### src/rtl/core/dsgs_pkg.sv
// Package: types, constants and state encoding for the DMA scatter-gather segmenter.
package dsgs_pkg;

  localparam int PAGE_BYTES_DEF = 4096;
  localparam int MSS_W          = 13;
  localparam int MAXSEG_W       = 8;
  localparam int COUNT_W        = 16;
  localparam int LEN_W          = 12;
  localparam int ADDR_W         = 32;
  localparam int ERR_W          = 32;
  localparam int APB_AW         = 3;
  localparam int APB_DW         = 32;

  localparam logic [MSS_W-1:0]    MSS_RST    = 13'd4096;
  localparam logic [MAXSEG_W-1:0] MAXSEG_RST = 8'd1;
  localparam int                  MIN_SEG    = 64;
  localparam logic [LEN_W-1:0]    MAX_FRAG   = 12'd2048;

  typedef enum logic [0:0] {
    REG_MSS    = 1'b0,
    REG_MAXSEG = 1'b1
  } reg_idx_t;

  typedef enum logic [0:0] {
    KIND_DESC = 1'b0,
    KIND_SUM  = 1'b1
  } result_kind_t;

  typedef enum logic [2:0] {
    ST_IDLE,
    ST_SETUP,
    ST_ONE,
    ST_SEG,
    ST_SUM
  } state_t;

  typedef struct packed {
    logic [ADDR_W-1:0]   buffer_address;
    logic [LEN_W-1:0]    buffer_length;
    logic                last_buffer;
    logic [MAXSEG_W-1:0] segment_limit;
  } in_item_t;

  typedef struct packed {
    logic                result_kind;
    logic [ADDR_W-1:0]   segment_address;
    logic [MSS_W-1:0]    segment_length;
    logic [MAXSEG_W-1:0] segment_index;
    logic [COUNT_W-1:0]  packet_segments;
    logic [ERR_W-1:0]    too_big_errors;
    logic                last_result;
  } out_item_t;

endpackage

### src/rtl/core/dma_scatter_gather_segmenter.sv
// Top level: DMA scatter-gather segmenter with page split and segment limit.
// Each accepted fragment passes a setup state, then steps once per segment through a
// shared min/add unit that cuts the next piece at the page edge or the maximum segment
// size, then a closing step once no bytes remain; pieces past the limit are consumed with
// no output, and the input stays stalled until the fragment is through. A single-fragment
// packet inside one page goes out as one segment with no closing step; a packet with a
// zero limit skips the segment steps. The last fragment adds a step for the summary,
// and every result waits while the output is stalled. The input is stalled whenever the
// sequencer is not idle. The result register lets the next fragment be taken while the
// last result still waits for transfer.
module dma_scatter_gather_segmenter
  import dsgs_pkg::*;
#(
  parameter int PAGE_BYTES = PAGE_BYTES_DEF
) (
  input  logic              clk,
  input  logic              rst_n,
  input  logic              in_valid,
  output logic              in_stall,
  input  in_item_t          in_data,
  output logic              out_valid,
  input  logic              out_stall,
  output out_item_t         out_data,
  input  logic              psel,
  input  logic              penable,
  input  logic              pwrite,
  input  logic [APB_AW-1:0] paddr,
  input  logic [APB_DW-1:0] pwdata,
  output logic [APB_DW-1:0] prdata,
  output logic              pready
);

  localparam int PGW = $clog2(PAGE_BYTES);
  localparam int CW  = (PGW + 1 > MSS_W) ? PGW + 1 : MSS_W;
  localparam int SW  = CW + 1;

  state_t                state_r, state_nxt;
  logic [MSS_W-1:0]      mss_cfg_r, mss_cfg_nxt;
  logic [MAXSEG_W-1:0]   maxseg_r, maxseg_nxt;
  logic [COUNT_W-1:0]    count_r, count_nxt;
  logic [MAXSEG_W-1:0]   limit_r, limit_nxt;
  logic                  first_r, first_nxt;
  logic [ERR_W-1:0]      rej_r, rej_nxt;
  logic                  out_valid_r, out_valid_nxt;
  out_item_t             out_r, out_nxt;
  logic [ADDR_W-1:0]     addr_r, addr_nxt;
  logic [LEN_W-1:0]      rem_r, rem_nxt;
  logic                  last_r, last_nxt;
  logic                  started_r, started_nxt;
  logic [CW-1:0]         mss_r, mss_nxt;

  logic                  in_acc;
  logic                  cfg_wr;
  reg_idx_t              cfg_idx;
  logic                  ld;
  logic [PGW-1:0]        off;
  logic [PGW:0]          room;
  logic [SW-1:0]         end_sum;
  logic                  one_page;
  logic [LEN_W-1:0]      seg_t;
  logic                  emit;
  logic [COUNT_W:0]      count_inc;
  logic [CW-1:0]         mss_ext;

  assign in_acc    = in_valid && !in_stall;
  assign in_stall  = (state_r != ST_IDLE);
  assign out_valid = out_valid_r;
  assign out_data  = out_r;
  assign pready    = 1'b1;
  assign cfg_wr    = psel && penable && pwrite;
  assign cfg_idx   = reg_idx_t'(paddr[2]);
  assign ld        = !out_valid_r || !out_stall;

  always_comb begin
    case (cfg_idx)
      REG_MSS:    prdata = APB_DW'(mss_cfg_r);
      REG_MAXSEG: prdata = APB_DW'(maxseg_r);
      default:    prdata = '0;
    endcase
  end

  // shared segment unit: page offset, room to page edge, next piece length
  always_comb begin
    off       = addr_r[PGW-1:0];
    room      = (PGW+1)'(PAGE_BYTES) - {1'b0, off};
    end_sum   = SW'(off) + SW'(rem_r);
    if (rem_r == '0) begin
      one_page = (off != '0);
    end else begin
      one_page = (end_sum <= SW'(PAGE_BYTES));
    end
    seg_t = rem_r;
    if (mss_r < CW'(seg_t)) begin
      seg_t = mss_r[LEN_W-1:0];
    end
    if (CW'(room) < CW'(seg_t)) begin
      seg_t = room[LEN_W-1:0];
    end
    emit      = (count_r < COUNT_W'(limit_r));
    count_inc = {1'b0, count_r} + 1'b1;
    mss_ext   = CW'(mss_cfg_r);
  end

  always_comb begin
    state_nxt     = state_r;
    mss_cfg_nxt   = mss_cfg_r;
    maxseg_nxt    = maxseg_r;
    count_nxt     = count_r;
    limit_nxt     = limit_r;
    first_nxt     = first_r;
    rej_nxt       = rej_r;
    out_valid_nxt = out_valid_r && out_stall;
    out_nxt       = out_r;
    addr_nxt      = addr_r;
    rem_nxt       = rem_r;
    last_nxt      = last_r;
    started_nxt   = started_r;
    mss_nxt       = mss_r;

    if (cfg_wr) begin
      case (cfg_idx)
        REG_MSS:    mss_cfg_nxt = pwdata[MSS_W-1:0];
        REG_MAXSEG: maxseg_nxt  = pwdata[MAXSEG_W-1:0];
        default:    ;
      endcase
    end

    case (state_r)
      ST_IDLE: begin
        if (in_acc) begin
          addr_nxt    = in_data.buffer_address;
          rem_nxt     = (in_data.buffer_length > MAX_FRAG) ? MAX_FRAG : in_data.buffer_length;
          last_nxt    = in_data.last_buffer;
          started_nxt = first_r;
          if (first_r) begin
            limit_nxt = (in_data.segment_limit != '0) ? in_data.segment_limit : maxseg_r;
            count_nxt = '0;
            first_nxt = 1'b0;
          end
          state_nxt = ST_SETUP;
        end
      end
      ST_SETUP: begin
        if (mss_ext < CW'(MIN_SEG)) begin
          mss_nxt = CW'(MIN_SEG);
        end else if (mss_ext > CW'(PAGE_BYTES)) begin
          mss_nxt = CW'(PAGE_BYTES);
        end else begin
          mss_nxt = mss_ext;
        end
        if (limit_r == '0) begin
          state_nxt = last_r ? ST_SUM : ST_IDLE;
        end else if (started_r && last_r && one_page) begin
          state_nxt = ST_ONE;
        end else begin
          state_nxt = ST_SEG;
        end
      end
      ST_ONE: begin
        if (ld) begin
          out_valid_nxt           = 1'b1;
          out_nxt                 = '0;
          out_nxt.result_kind     = KIND_DESC;
          out_nxt.segment_address = addr_r;
          out_nxt.segment_length  = MSS_W'(rem_r);
          out_nxt.too_big_errors  = rej_r;
          count_nxt               = COUNT_W'(1);
          state_nxt               = ST_SUM;
        end
      end
      ST_SEG: begin
        if (rem_r == '0) begin
          state_nxt = last_r ? ST_SUM : ST_IDLE;
        end else if (!emit || ld) begin
          if (emit) begin
            out_valid_nxt           = 1'b1;
            out_nxt                 = '0;
            out_nxt.result_kind     = KIND_DESC;
            out_nxt.segment_address = addr_r;
            out_nxt.segment_length  = MSS_W'(seg_t);
            out_nxt.segment_index   = count_r[MAXSEG_W-1:0];
            out_nxt.too_big_errors  = rej_r;
            // later pieces are dropped once the limit is reached
            out_nxt.last_result     = !last_r &&
                                      ((rem_r == seg_t) || (count_inc >= (COUNT_W+1)'(limit_r)));
          end
          if (count_r != '1) begin
            count_nxt = count_inc[COUNT_W-1:0];
          end
          addr_nxt = addr_r + ADDR_W'(seg_t);
          rem_nxt  = rem_r - seg_t;
        end
      end
      ST_SUM: begin
        if (ld) begin
          out_valid_nxt       = 1'b1;
          out_nxt             = '0;
          out_nxt.result_kind = KIND_SUM;
          out_nxt.last_result = 1'b1;
          if (count_r > COUNT_W'(limit_r)) begin
            rej_nxt                 = rej_r + 1'b1;
            out_nxt.packet_segments = '0;
          end else begin
            out_nxt.packet_segments = count_r;
          end
          out_nxt.too_big_errors = rej_nxt;
          first_nxt              = 1'b1;
          state_nxt              = ST_IDLE;
        end
      end
      default: state_nxt = ST_IDLE;
    endcase
  end

  always_ff @(posedge clk) begin
    if (!rst_n) begin
      state_r     <= ST_IDLE;
      mss_cfg_r   <= MSS_RST;
      maxseg_r    <= MAXSEG_RST;
      count_r     <= '0;
      limit_r     <= '0;
      first_r     <= 1'b1;
      rej_r       <= '0;
      out_valid_r <= 1'b0;
    end else begin
      state_r     <= state_nxt;
      mss_cfg_r   <= mss_cfg_nxt;
      maxseg_r    <= maxseg_nxt;
      count_r     <= count_nxt;
      limit_r     <= limit_nxt;
      first_r     <= first_nxt;
      rej_r       <= rej_nxt;
      out_valid_r <= out_valid_nxt;
    end
  end

  always_ff @(posedge clk) begin
    out_r     <= out_nxt;
    addr_r    <= addr_nxt;
    rem_r     <= rem_nxt;
    last_r    <= last_nxt;
    started_r <= started_nxt;
    mss_r     <= mss_nxt;
  end

  a_rem_shrinks: assert property (@(posedge clk) disable iff (!rst_n)
    (state_r == ST_SEG && rem_r != '0 && (!emit || ld)) |=> (rem_r < $past(rem_r)))
    else $error("segment step did not consume bytes");

  a_desc_below_limit: assert property (@(posedge clk) disable iff (!rst_n)
    (out_valid_r && out_r.result_kind == KIND_DESC) |-> (out_r.segment_index < limit_r))
    else $error("descriptor index at or above segment limit");

  a_sum_is_last: assert property (@(posedge clk) disable iff (!rst_n)
    (out_valid_r && out_r.result_kind == KIND_SUM) |-> out_r.last_result)
    else $error("summary not marked as last result");

  a_rej_step: assert property (@(posedge clk) disable iff (!rst_n)
    ($past(rst_n) && rej_r != $past(rej_r)) |->
      (rej_r == $past(rej_r) + 1'b1 && $past(state_r) == ST_SUM))
    else $error("error counter changed outside a summary");

endmodule
### config.mk
export PLATFORM = sky130hd
export DESIGN_NAME = dma_scatter_gather_segmenter
export DESIGN_NICKNAME = d
export VERILOG_FILES = /design/src/rtl/core/dsgs_pkg.sv /design/src/rtl/core/dma_scatter_gather_segmenter.sv
export SDC_FILE = /design/constraint.sdc
export NUM_CORES = 1
export LEC_CHECK = 0
export ABC_AREA = 1
export BUFFER_PORTS_ARGS = -buffer_cell sky130_fd_sc_hd__buf_2
export CAP_MARGIN = 20
export CELL_PAD_IN_SITES_DETAIL_PLACEMENT = 1
export CELL_PAD_IN_SITES_GLOBAL_PLACEMENT = 1
export CORE_MARGIN = 4
export CORE_UTILIZATION = 43
export CTS_CLUSTER_SIZE = 30
export DETAILED_ROUTE_END_ITERATION = 16
export PLACE_DENSITY_LB_ADDON = 0.1
export SLEW_MARGIN = 15
export SYNTH_ARGS = -nofsm -noshare
export SYNTH_HDL_FRONTEND = slang
export SYNTH_SLANG_ARGS = --single-unit
### constraint.sdc
create_clock -name clk -period 7.5 [get_ports clk]
set_clock_uncertainty 0.2 [all_clocks]
set_input_delay 1.5 -clock clk [delete_from_list [all_inputs] [get_ports clk]]
set_output_delay 1.5 -clock clk [all_outputs]
set_load 0.02 [all_outputs]
## Word-level counts from Yosys, hierarchy flattened

Cells that the tools add are included.

- Logic and storage cells: 135
- Bits of input ports: 95
- Flip-flop bits (word level): 244
- Output and inout bits: 138

- Equal/unequal tests: 15
- Multiplexer cells: 46
- Bitwise gates (word level): 1
- Reduce and logical (&&, ||, !) cells: 37
- Magnitude comparators: 9
- Add/subtract/negate cells: 6

Operator list:

| operator | count |
|---|---|
| 103-bit two-way mux | 5 |
| 103-bit one-hot mux with 3 select lines | 1 |
| 32-bit two-way mux | 4 |
| 32-bit one-hot mux with 2 select lines | 2 |
| 16-bit two-way mux | 7 |
| 12-bit two-way mux | 6 |
| 16-bit one-hot mux with 3 select lines | 1 |
| 32-bit by 1-bit adder with 32-bit output (second input constant) | 1 |
| 32-bit by 12-bit adder with 32-bit output | 1 |
| 13-bit by 12-bit less-than comparator with 1-bit output | 2 |
| 12-bit one-hot mux with 2 select lines | 1 |
| 3-bit two-way mux | 6 |
| 2-bit != test (second input constant) | 9 |
| 16-bit by 1-bit adder with 17-bit output (second input constant) | 1 |
| 17-bit by 8-bit greater-or-equal comparator with 1-bit output | 1 |
| 16-bit by 8-bit greater-than comparator with 1-bit output | 1 |
| 16-bit by 8-bit less-than comparator with 1-bit output | 1 |
| 16-bit != test (second input constant) | 1 |
| 3-bit one-hot mux with 5 select lines | 1 |
| 12-bit by 12-bit adder with 13-bit output | 1 |
| 13-bit greater-than comparator (second input constant) | 1 |
| 13-bit less-or-equal comparator (second input constant) | 1 |
| 13-bit by 7-bit less-than comparator with 1-bit output (second input constant) | 1 |
| 13-bit two-way mux | 1 |
| other kinds (27) | 57 |

## Logic depth before layout (Yosys ltp)

Gate-level depths: netlist of run 1.

- Word-level depth: 11
- Depth in mapped cells: 36
- Mapped depth without buffers: 35

## Worst setup path before layout of run 1

Ideal clock, no wire load.

- Path type: input to register
- Start: input out_stall
- End: register out_r (netlist bit out_data[0]), enable pin
- Setup time: 0.563 ns
- Data arrival time: 6.165 ns
- Buffers on the path: 0
- Cell stages on the path: 5
- Slack: 0.571 ns
- Required time: 6.737 ns
- Cell sequence: nand2_1 -> o21ai_0 -> nand2_1 -> o21ai_0 -> nor2_1

- Word-level cells in the longest chain between the ends: 5
- Elaborated cells between the ends (all ways): 7
- Those cells by class: eq/ne (3); reduce/logical (4)

Ends and longest elaborated chain:

| item | RTL line | RTL |
|---|---|---|
| from (decl) | dma_scatter_gather_segmenter.sv:22 | `input logic out_stall,` |
| 1-bit logical NOT * | dma_scatter_gather_segmenter.sv:72 | `assign ld = !out_valid_r \|\| !out_stall;` |
| 1-bit logical OR * | dma_scatter_gather_segmenter.sv:72 |  |
| 1-bit logical OR | dma_scatter_gather_segmenter.sv:174 | `end else if (!emit \|\| ld) begin` |
| 2-bit != test (no source line) | n/a |  |
| 6-bit AND reduction (no source line) * | n/a |  |
| to (signal assigned) | dma_scatter_gather_segmenter.sv:238 | `out_r <= out_nxt;` |
| to (decl) | dma_scatter_gather_segmenter.sv:45 | `out_item_t out_r, out_nxt;` |

Every way passes the cells marked *; elsewhere a longest branch is shown, timed or not.
A chain may end at the register's enable or synchronous reset.

## Worst setup path after layout of run 1

- Start: register rem_r[8]
- End: register addr_r[24], data pin

- Word-level cells in the longest chain between the ends: 8

Ends and longest elaborated chain:

| item | RTL line | RTL |
|---|---|---|
| from (decl) | dma_scatter_gather_segmenter.sv:47 | `logic [LEN_W-1:0] rem_r, rem_nxt;` |
| from (signal assigned) | dma_scatter_gather_segmenter.sv:240 | `rem_r <= rem_nxt;` |
| 13-bit by 12-bit less-than comparator with 1-bit output | dma_scatter_gather_segmenter.sv:93 | `if (mss_r < CW'(seg_t)) begin` |
| 12-bit two-way mux * | dma_scatter_gather_segmenter.sv:93 |  |
| 13-bit by 12-bit less-than comparator with 1-bit output | dma_scatter_gather_segmenter.sv:96 | `if (CW'(room) < CW'(seg_t)) begin` |
| 12-bit two-way mux * | dma_scatter_gather_segmenter.sv:96 |  |
| 32-bit by 12-bit adder with 32-bit output * | dma_scatter_gather_segmenter.sv:190 | `addr_nxt = addr_r + ADDR_W'(seg_t);` |
| 32-bit two-way mux * | dma_scatter_gather_segmenter.sv:174 |  |
| 32-bit two-way mux * | dma_scatter_gather_segmenter.sv:172 | `if (rem_r == '0) begin` |
| 32-bit one-hot mux with 2 select lines * | dma_scatter_gather_segmenter.sv:128 | `case (state_r)` |
| named net addr_nxt[24] | dma_scatter_gather_segmenter.sv:46 | `logic [ADDR_W-1:0] addr_r, addr_nxt;` |
| to (signal assigned) | dma_scatter_gather_segmenter.sv:239 | `addr_r <= addr_nxt;` |
| to (decl) | dma_scatter_gather_segmenter.sv:46 |  |

The timed path passes the listed nets; every way through them passes the cells marked *. The select of a mux whose other input is x is not followed.

==> metrics.md, run 1 <==
| Metric | Value |
|---|---|
| Setup Fix Bufs, Post-CTS | 0 |
| Vias in the first global route | about 13,000 |
| Vias per cell | about 5.3 |
| Async SR Flop Fraction | 0% |
| Core area | 32,700 um^2 |
| Crit path max fanout | 23 |
| Share of layout cells above drive strength 1 | between 10% and 20% |
| DRT Pass-1 Iters | 4 |
| CTS Hold Buffers Added | 0 |
| Synth Cell Area | about 14,000 um^2 |
| Starting Density | between 40 and 50% |
| GRT Resource Usage Total | a little under a quarter |
| Synth Area per Inst | 8.349 um^2 |
| Hold crit path type | flop to flop |
| Routed wl met3 | around 1.8 mm |
| Largest net degree at the start of global routing | 97 |
| Worst IR Drop VDD | 0.2167 mV |
| Final min period | between 6 and 7 ns |
| Synthesis Warnings | 0 |
| Synth area leader | edfxtp_1 |
| # rows | 66 |
| Root buf cell | clkbuf_16 |
| Cells after Synth | 1,714 |
| DRT antenna net count | 0 |
| RSZ-0062 raised after global routing | false |
| Initial antenna violation count | 0 |
| H-tree Lvls | 1 |
| Max-slew headroom | between 20 and 30% |
| Finished Layout Cells | between 2,000 and 2,500 |
| Placed insts | 2,306 |
| Grt ovf | 0 |
| Outcome | finished clean |
| Pleak | between 7 and 8 nW |
| Post-DP HPWL | between 30 and 40 mm |
| CP required | between 7 and 8 ns |
| Yosys cell types | 55 |
| Chip height | ~190 um |
| Least-Margin Pin Slew | around 1.1 ns |
| I/O pin cnt | 233 |
| Top layer in use | met4 |
| Maxcap violations | 0 |
| Wl on met1 | approximately 19 mm |
| Yosys reg bits | 243 |
| Crit-path max cell delay | around 0.47 ns |
| Nets | slightly above 2,000 |
| Highest-count cells in the layout ignoring fill and taps | 287 x nand2_1, 210 x inv_1, 191 x nor2_1 |
| Antenna Cells | 0 |
| Power Density | about 430 nW/um^2 |
| DR iter-0 viols | between 600 and 700 |
| Wirelength per Cell | roughly 18 um |
| Fin crit share | between 80 and 90% |
| WL met2 | between 20 and 25 mm |
| # setup viols final | 0 |
| Critical path class | flop to flop |
| Clk Latency, worst-skew pair | approximately 0.55 ns |
| Max clock buf depth | 3 |
| First-pass GRT wire length | ~67 mm |
| Synth top area cells | edfxtp_1 34%, dfxtp_1 11%, nand2_1 7.5% |
| Setup TNS | 0 ns |
| Hold Vio Cnt, Final | 0 |
| Post-synth EDFFs | 161 |
| CTS sink count | about 240 |
| Gpl congestion | 0.8714 |
| DIE AREA | about 36,000 um^2 |
| Critical path arrival | between 6 and 7 ns |
| Sequential fraction of the synthesis area | 45.26% |
| Finished Core Util | 50.55% |
| CTS tree | built |
| CP most frequent cell | nand2_1 |
| Synth top area share | between 30 and 40% |
| Drt drc | 0 |
| Commonest non-fill, non-tap cell in the layout | nand2_1 |
| Critical-path top delay cell | edfxtp_1 |
| Post-cts resize count | 0 |
| Final WL | ~42 mm |
| Synth Flop Type | edfxtp_1 |
| Fin. max-slew vios | 0 |
| CP startpoint kind | flop |
| Fmax | between 150 and 200 MHz |
| Clock-pin slew on the worst setup and hold paths | roughly 0.06 ns |
| Die width | 190.4 um |
| Routed via count | around 12,000 |
| I/O Buffers | 190 |
| CTS Buf Count | 28 |
| Area grow syn2layout | 15.53% |
| Setup crit end kind | flop |
## state kept, by name (all words and copies together) (netlist names)
signal / flops
addr_r: 32
count_r: 16
first_r: 1
last_r: 1
limit_r: 8
maxseg_r: 8
mss_cfg_r: 13
mss_r: 13
out_data: 102
out_valid: 1
rej_r: 32
rem_r: 12
started_r: 1
state_r: 3
## metal layers
metal	vias to the layer above	track usage [%]
li1	6079	-
met2	247	38.84
met5	-	0
met1	6002	30.65
met3	65	2.819
met4	0	5.331
## logic make-up after synthesis
family	Yosys count	synth area share [%]
AOI/OAI and AO/OA	353	14.01
xor gates and xnor gates	86	5.264
buffers and inverters	296	8.542
other	2	0.05248
DFF	243	45.26
adders and majority gates	79	7.065
and+or+nand+nor	655	19.81
## critical path: cells and delay by family (launching register included)
family	cells	cell delay (ns)
compound gates	8	1.88
fa+ha+maj	3	0.94
flops	1	0.47
simple gates	10	1.45
xor+xnor	1	0.19
buf+inv	4	0.67
## final timing paths
kind                            cells after the start                startpoint                  endpoint  slack [ns]
worst max-delay path                               26        rem_r[8]$_DFFE_PP_      addr_r[24]$_DFFE_PP_        1.44
worst min-delay path                                2  maxseg_r[3]$_SDFFE_PN0P_  maxseg_r[3]$_SDFFE_PN0P_        0.29
worst max register to register                     26        rem_r[8]$_DFFE_PP_      addr_r[24]$_DFFE_PP_        1.44
worst min register to register                      2  maxseg_r[3]$_SDFFE_PN0P_  maxseg_r[3]$_SDFFE_PN0P_        0.29
## Yosys cell counts (all sizes together), types with 9 or more instances
| master | count |
|---|---|
| buf | 33 |
| o21a | 11 |
| edfxtp | 161 |
| nor3 | 42 |
| nor4 | 15 |
| a21oi | 141 |
| clkbuf | 42 |
| a31oi | 14 |
| a211oi | 9 |
| o21ai | 142 |
| o22ai | 12 |
| nand3 | 70 |
| xnor2 | 13 |
| ha | 76 |
| nor2 | 207 |
| nand2 | 295 |
| nand4 | 23 |
| dfxtp | 82 |
| xor2 | 73 |
| inv | 217 |
## area by class of cell
type,count,area [um^2]
fill,4058,16170
timing repair buffer,198,1031
clock buffer,41,798.3
inverter,221,829.5
multi-input combinational,1202,6740
clock inverter,11,103.9
sequential,243,6476
tap,442,553.0
## power breakdown
part	leakage [nW]	total (mW)	switching [mW]	internal, mW
combinational	4.53	3.64	2.46	1.18
clock	0.445	1.35	0.546	0.802
sequential	2.18	2.18	0.263	1.91
## through the flow
stage               cell area [um^2]  hold WS [ns]  total power, mW  setup slack (ns)
floorplan                      14410        0.2448            4.803            0.5713
global placement               15600        0.2704            5.672             1.650
detailed placement             15630        0.2714            5.842             1.476
CTS                            16530        0.2890            7.234             1.449
global route                   16530        0.3121            7.747            0.9263
finish                         16530        0.2927            7.167             1.442
No activity file was read; power rests on OpenSTA's default activity.
==> run 2, diff against run 1 <==
ABC_AREA = 0   (was 1)
CORE_UTILIZATION = 44   (was 43)
clock period = 5.6 ns   (was 7.5 ns; I/O delays follow)
==> metrics.md, run 2 <==
| Metric | Value |
|---|---|
| Outcome | finished with violations |
| Violated checks | negative setup slack |
| CP required | 5.75 ns |
| CTS Buf Count | 27 |
| Post-DP HPWL | 31.62 mm |
| Commonest non-fill, non-tap cell in the layout | buf_2 |
| Pleak | about 7.8 nW |
| Clock-pin slew on the worst setup and hold paths | ~0.07 ns |
| Least-Margin Pin Slew | about 1.1 ns |
| Largest register FFs | 102 |
| Post-synth EDFFs | ~160 |
| DRT Pass-1 Iters | 5 |
| Worst reg2reg path endpoint | addr_r[4]$_DFFE_PP_ |
| Vias in the first global route | approximately 13,000 |
| Synth top area cells | edfxtp_1 34%, dfxtp_1 12%, ha_1 6.7% |
| Final min period | between 6 and 7 ns |
| Yosys reg bits | around 240 |
| Initial antenna violation count | 2 |
| Async SR Flop Fraction | 0% |
| Chip height | about 190 um |
| Grt ovf | 0 |
| Power Density | 609.0 nW/um^2 |
| Routed via count | about 13,000 |
| Share of layout cells above drive strength 1 | around a third |
| DRT antenna net count | 0 |
| Fmax | between 150 and 200 MHz |
| First-pass GRT wire length | ~70 mm |
| Critical path arrival | 6.57 ns |
| Synth Cell Area | around 14,000 um^2 |
| Highest-count cells in the layout ignoring fill and taps | 190 x buf_2, 181 x buf_4, 165 x nand2_1 |
| Sequential fraction of the synthesis area | approximately 46% |
| Crit-path max cell delay | roughly 0.43 ns |
| Setup crit end kind | flop |
| Yosys cell types | 81 |
| CP most frequent cell | buf_4 |
| Root buf cell | clkbuf_16 |
| I/O Buffers | 190 |
| Path depth of the worst reg2reg path | 34 |
| Die width | about 190 um |
| Setup TNS | -22.95 ns |
| Max clock buf depth | 3 |
| Synth top area share | roughly a third |
| # rows | 65 |
| Final hold slack | roughly 0.29 ns |
| Synth Area per Inst | about 9.7 um^2 |
| Reg2reg start | rem_r[1]$_DFFE_PP_ |
| Vias per cell | around 5.6 |
| Synth area leader | edfxtp_1 |
| Placed insts | 2,145 |
| # setup viols final | 38 |
| Hold Vio Cnt, Final | 0 |
| Finished Layout Cells | 2,257 |
| H-tree Lvls | 1 |
| Largest net degree at the start of global routing | between 90 and 100 |
| Drt drc | 0 |
| CTS sink count | approximately 240 |
| Fin crit share | 114.6% |
| FF-to-FF setup slack | -0.82 ns |
| Hold Path Stages | 2 |
| Beginning of the worst hold path | maxseg_r[1]$_SDFFE_PN0P_ |
| Dominant cell by count in the synthesized netlist | nand2_1 |
| DR iter-0 viols | about 750 |
| Fin. max-slew vios | 0 |
| Clk Latency, worst-skew pair | 0.55 ns |
| PnR worst setup slack | -0.8164 ns |
| CP startpoint kind | flop |
| Post-synth top cells | 170 x nand2_1, 161 x edfxtp_1, 91 x nor2_1 |
| Synth Flop Type | edfxtp_1 |
| RSZ-0062 raised after global routing | true |
| Hold crit path type | flop to flop |
| Worst IR Drop VDD | about 0.31 mV |
| GRT Resource Usage Total | between 20% and 30% |
| Finished Core Util | 59.49% |
| Hold Path Sink | maxseg_r[1]$_SDFFE_PN0P_ |
| Tot Pwr | ~11 mW |
| Cells after Synth | about 1,500 |
| Critical path class | flop to flop |
| CTS tree | built |
| DIE AREA | ~35,000 um^2 |
| Synthesis Warnings | 0 |
| Maxcap violations | 0 |
| Final Cell Area | about 19,000 um^2 |
| Post-Place Cell Area | 16,580 um^2 |
| Area grow syn2layout | 33.04% |
| Wirelength per Cell | roughly 22 um |
| I/O pin cnt | around 230 |
| Starting Density | 44.72% |
| Critical-path top delay cell | edfxtp_1 |
| Pre-CTS setup slack | -0.6122 ns |
| Max-slew headroom | 26.39% |
| Final WL | ~50 mm |
| Crit path max fanout | 8 |
| Core area | between 30,000 and 40,000 um^2 |
| Gpl congestion | between 0.8 and 0.9 |
| Nets | between 2,000 and 2,500 |
==> run 2: cell types whose count changed after synthesis, moves of 16 or more <==
| cell | delta |
|---|---|
| a21boi_0 | +39 |
| a21oi_1 | -81 |
| and2_1 | +76 |
| and3_1 | +26 |
| inv_1 | -144 |
| mux2i_1 | +16 |
| nand2_1 | -117 |
| nor2_1 | -103 |
| nor2b_1 | +23 |
| o21ai_0 | -49 |
| or3_1 | +18 |
| xnor2_1 | +50 |
| xor2_1 | -25 |
==> run 2: area by class of cell <==
cell class	instances	area [um^2]
fill	3565	12850
clock inverter	18	142.6
sequential	243	6476
inverter	68	257.7
timing repair buffer	393	2628
tap	402	503.0
multi-input combinational	1100	8165
antenna	1	2.502
clock buffer	32	694.4
==> run 2: logic make-up after synthesis <==
logic type	share of synthesized area (%)
adders and majority gates	7.128
other	0.05295
AOI/OAI and AO/OA	12.77
and+or+nand+nor	20.82
muxes	1.861
buffers and inverters	4.852
xor gates and xnor gates	6.854
DFF	45.66
==> run 2: worst max-delay path by stage <==
stage | startpoint | end | slack [ns] | cells past startpoint
after floorplan | rem_r[10]$_DFFE_PP_ | addr_r[31]$_DFFE_PP_ | -0.16 | 26
after global placement | mss_r[2]$_SDFFCE_PP0P_ | rem_r[11]$_DFFE_PP_ | -0.42 | 28
after detailed placement | mss_r[8]$_SDFFCE_PP0P_ | rem_r[11]$_DFFE_PP_ | -0.61 | 26
after CTS | mss_r[2]$_SDFFCE_PP0P_ | addr_r[25]$_DFFE_PP_ | -0.22 | 28
after global routing | rem_r[1]$_DFFE_PP_ | addr_r[24]$_DFFE_PP_ | -0.98 | 30
final | rem_r[1]$_DFFE_PP_ | addr_r[4]$_DFFE_PP_ | -0.82 | 34
==> run 2: routing by layer <==
| metal | vias up | track usage, % | wire, um |
|---|---|---|---|
| li1 | 5892 | - | - |
| met1 | 6195 | 30.90 | 20190 |
| met2 | 473 | 42.68 | 24570 |
| met3 | 156 | 3.835 | 2701 |
| met4 | 2 | 8.018 | 2393 |
| met5 | - | 0 | 14 |
==> run 2: report_power, final <==
part	total, mW	leakage [nW]	internal, mW	switching, mW
clock network	1.72	0.406	0.976	0.746
registers	2.73	2.18	2.49	0.243
logic	7.03	5.18	3.10	3.93
total	11.5	7.76	6.57	4.92
==> run 2: what timing repair did <==
| item | in CTS | in global routing |
|---|---|---|
| endpoints found under the setup margin | 33 | 36 |
| buffers inserted | 30 | 34 |
| hold endpoints to repair | 0 | 0 |
| pin swaps | 33 | 61 |
| resized for setup | 70 | 120 |
| hold buffers | 0 | 0 |
| cloned | 0 | 1 |
==> run 2: worst max-delay path, delay by kind of cell (launching register included) <==
kind	cells	cell delay, ns
buf+inv	13	1.60
compound gates	8	1.47
simple gates	7	0.84
mux	2	0.57
flops	1	0.43
fa+ha+maj	4	1.08
==> run 3, diff against run 2 <==
CORE_ASPECT_RATIO = 1.4   (was default)
PLACE_DENSITY = 0.87   (was default)
PLACE_DENSITY_LB_ADDON = default   (was 0.1)
==> metrics.md, run 3 (same netlist as run 2, synthesis figures left out) <==
| Metric | Value |
|---|---|
| Clk Latency, worst-skew pair | 0.55 ns |
| Finished Layout Cells | about 2,200 |
| CP startpoint kind | flop |
| Crit-path max cell delay | 0.44 ns |
| Vias per cell | 5.807 |
| Wirelength per Cell | 23.86 um |
| Reg2reg start | rem_r[4]$_DFFE_PP_ |
| Power Density | around 600 nW/um^2 |
| Die width | ~160 um |
| Max-slew headroom | a little over a third |
| Gpl congestion | between 0.9 and 1 |
| Finished Core Util | just under 60% |
| Crit path max fanout | 6 |
| Hold Path Sink | mss_cfg_r[6]$_SDFFE_PN0P_ |
| Grt ovf | 0 |
| Tot Pwr | 11.05 mW |
| Chip height | ~220 um |
| FF-to-FF setup slack | -0.64 ns |
| Placed insts | between 2,000 and 2,500 |
| Path depth of the worst reg2reg path | 30 |
| Highest-count cells in the layout ignoring fill and taps | 190 x buf_2, 169 x buf_4, 168 x nand2_1 |
| Least-Margin Pin Slew | approximately 0.96 ns |
| I/O pin cnt | around 230 |
| CP required | about 5.7 ns |
| Starting Density | 44.75% |
| Maxcap violations | 0 |
| CTS sink count | about 240 |
| Largest net degree at the start of global routing | a little over 80 |
| Net Switching | approximately 4.8 mW |
| Combinational share of power | about three fifths |
| DRT Pass-1 Iters | 5 |
| Fin crit share | 111.4% |
| H-tree Lvls | 1 |
| Pre-CTS setup slack | -0.5143 ns |
| Beginning of the worst hold path | mss_cfg_r[6]$_SDFFE_PN0P_ |
| Core area | 31,700 um^2 |
| Clock-pin slew on the worst setup and hold paths | 0.06 ns |
| DRT antenna net count | 0 |
| I/O Buffers | between 150 and 200 |
| Final min period | 6.240 ns |
| Share of layout cells above drive strength 1 | 30.58% |
| Area grow syn2layout | 29.74% |
| # rows | 77 |
| Critical path arrival | 6.31 ns |
| Setup TNS | -15.43 ns |
| Largest register FFs | a little over 100 |
| Hold Path Stages | 2 |
| Fillcell total | 3,538 |
| Routed via count | ~13,000 |
| Violated checks | negative setup slack |
| DR iter-0 viols | 776 |
| CTS Hold Buffers Added | 0 |
| Vias in the first global route | 13,723 |
| Hold Vio Cnt, Final | 0 |
| Hold crit path type | flop to flop |
| Critical path class | flop to flop |
| CP most frequent cell | ha_4 |
| GRT Resource Usage Total | a little over a quarter |
| Outcome | finished with violations |
| Worst reg2reg path endpoint | addr_r[28]$_DFFE_PP_ |
| Fmax | ~160 MHz |
| Drt drc | 0 |
| Max clock buf depth | 3 |
| Clock power frac | 14.7% |
| Pleak | between 7 and 8 nW |
| Nets | 1,983 |
| PnR worst setup slack | -0.6401 ns |
| DIE AREA | roughly 35,000 um^2 |
| Setup crit end kind | flop |
| First-pass GRT wire length | between 70 and 80 mm |
| Critical-path top delay cell | edfxtp_1 |
| Final hold slack | just under 0.3 ns |
| Post-DP HPWL | ~33 mm |
| Sw Ratio | ~44% |
| # setup viols final | 35 |
| Final WL | about 53 mm |
| Initial antenna violation count | 9 |
| CTS tree | built |
| Sequential share of power | between 20% and 30% |
| Commonest non-fill, non-tap cell in the layout | buf_2 |
| Final Cell Area | 18,400 um^2 |
| Post-Place Cell Area | 16,550 um^2 |
| RSZ-0062 raised after global routing | true |
| Fin. max-slew vios | 0 |
| P_int | ~6.2 mW |
| Root buf cell | clkbuf_16 |
| Worst IR Drop VDD | approximately 0.26 mV |
| CTS Buf Count | 25 |
run 3: what timing repair did:
action                     in CTS  in global routing
pin swaps                      23                 48
gates cloned                    0                  1
setup endpoints to repair      32                 35
buffers inserted               19                 20
gates resized for setup        58                 75
run 3: area by class of cell:
cell class | instances | area (um^2) | area share, %
Multi-Input combinational cell | 1100 | 7979 | 43.36
Inverter | 68 | 255.2 | 1.387
Antenna cell | 6 | 15.01 | 0.08159
Timing Repair Buffer | 371 | 2411 | 13.10
Clock inverter | 12 | 70.07 | 0.3808
Clock buffer | 34 | 700.7 | 3.808
Tap cell | 395 | 494.2 | 2.686
Sequential cell | 243 | 6476 | 35.19
run 3: layer usage:
layer | GRT usage, % | part of all wire, % | vias to the layer above
li1 | - | - | 5842
met1 | 27.64 | 35 | 6375
met2 | 50.47 | 52 | 523
met3 | 5.310 | 6.9 | 193
met4 | 12.97 | 5.9 | 10
met5 | 0 | 0.10 | -
run 3: how the worst max path moves through the flow:
stage / start / endpoint / slack [ns] / cells after the start
floorplan: rem_r[10]$_DFFE_PP_ / addr_r[31]$_DFFE_PP_ / -0.16 / 26
global placement: rem_r[2]$_DFFE_PP_ / addr_r[24]$_DFFE_PP_ / -0.30 / 29
detailed placement: mss_r[2]$_SDFFCE_PP0P_ / addr_r[14]$_DFFE_PP_ / -0.51 / 28
CTS: mss_r[2]$_SDFFCE_PP0P_ / addr_r[24]$_DFFE_PP_ / -0.20 / 29
global route: rem_r[4]$_DFFE_PP_ / addr_r[24]$_DFFE_PP_ / -0.87 / 30
finish: rem_r[4]$_DFFE_PP_ / addr_r[28]$_DFFE_PP_ / -0.64 / 30
run 3: critical path, delay by kind of cell, from the launching register on:
kind	cells	cell delay [ns]
xor+xnor	1	0.16
flops	1	0.44
simple gates	7	0.88
buf+inv	6	0.90
compound gates	10	1.77
mux	2	0.54
fa+ha+maj	4	1.04
run 3: power by group through the flow:
stage	clock [mW]	sequential, mW	combinational, mW
6_report	1.62	2.74	6.69
5_1_grt	1.71	2.78	7.02
4_1_cts	1.65	2.72	5.54
3_5_place_dp	0	2.74	5.02
3_3_place_gp	0	2.72	4.78
2_1_floorplan	0	3.07	2.64
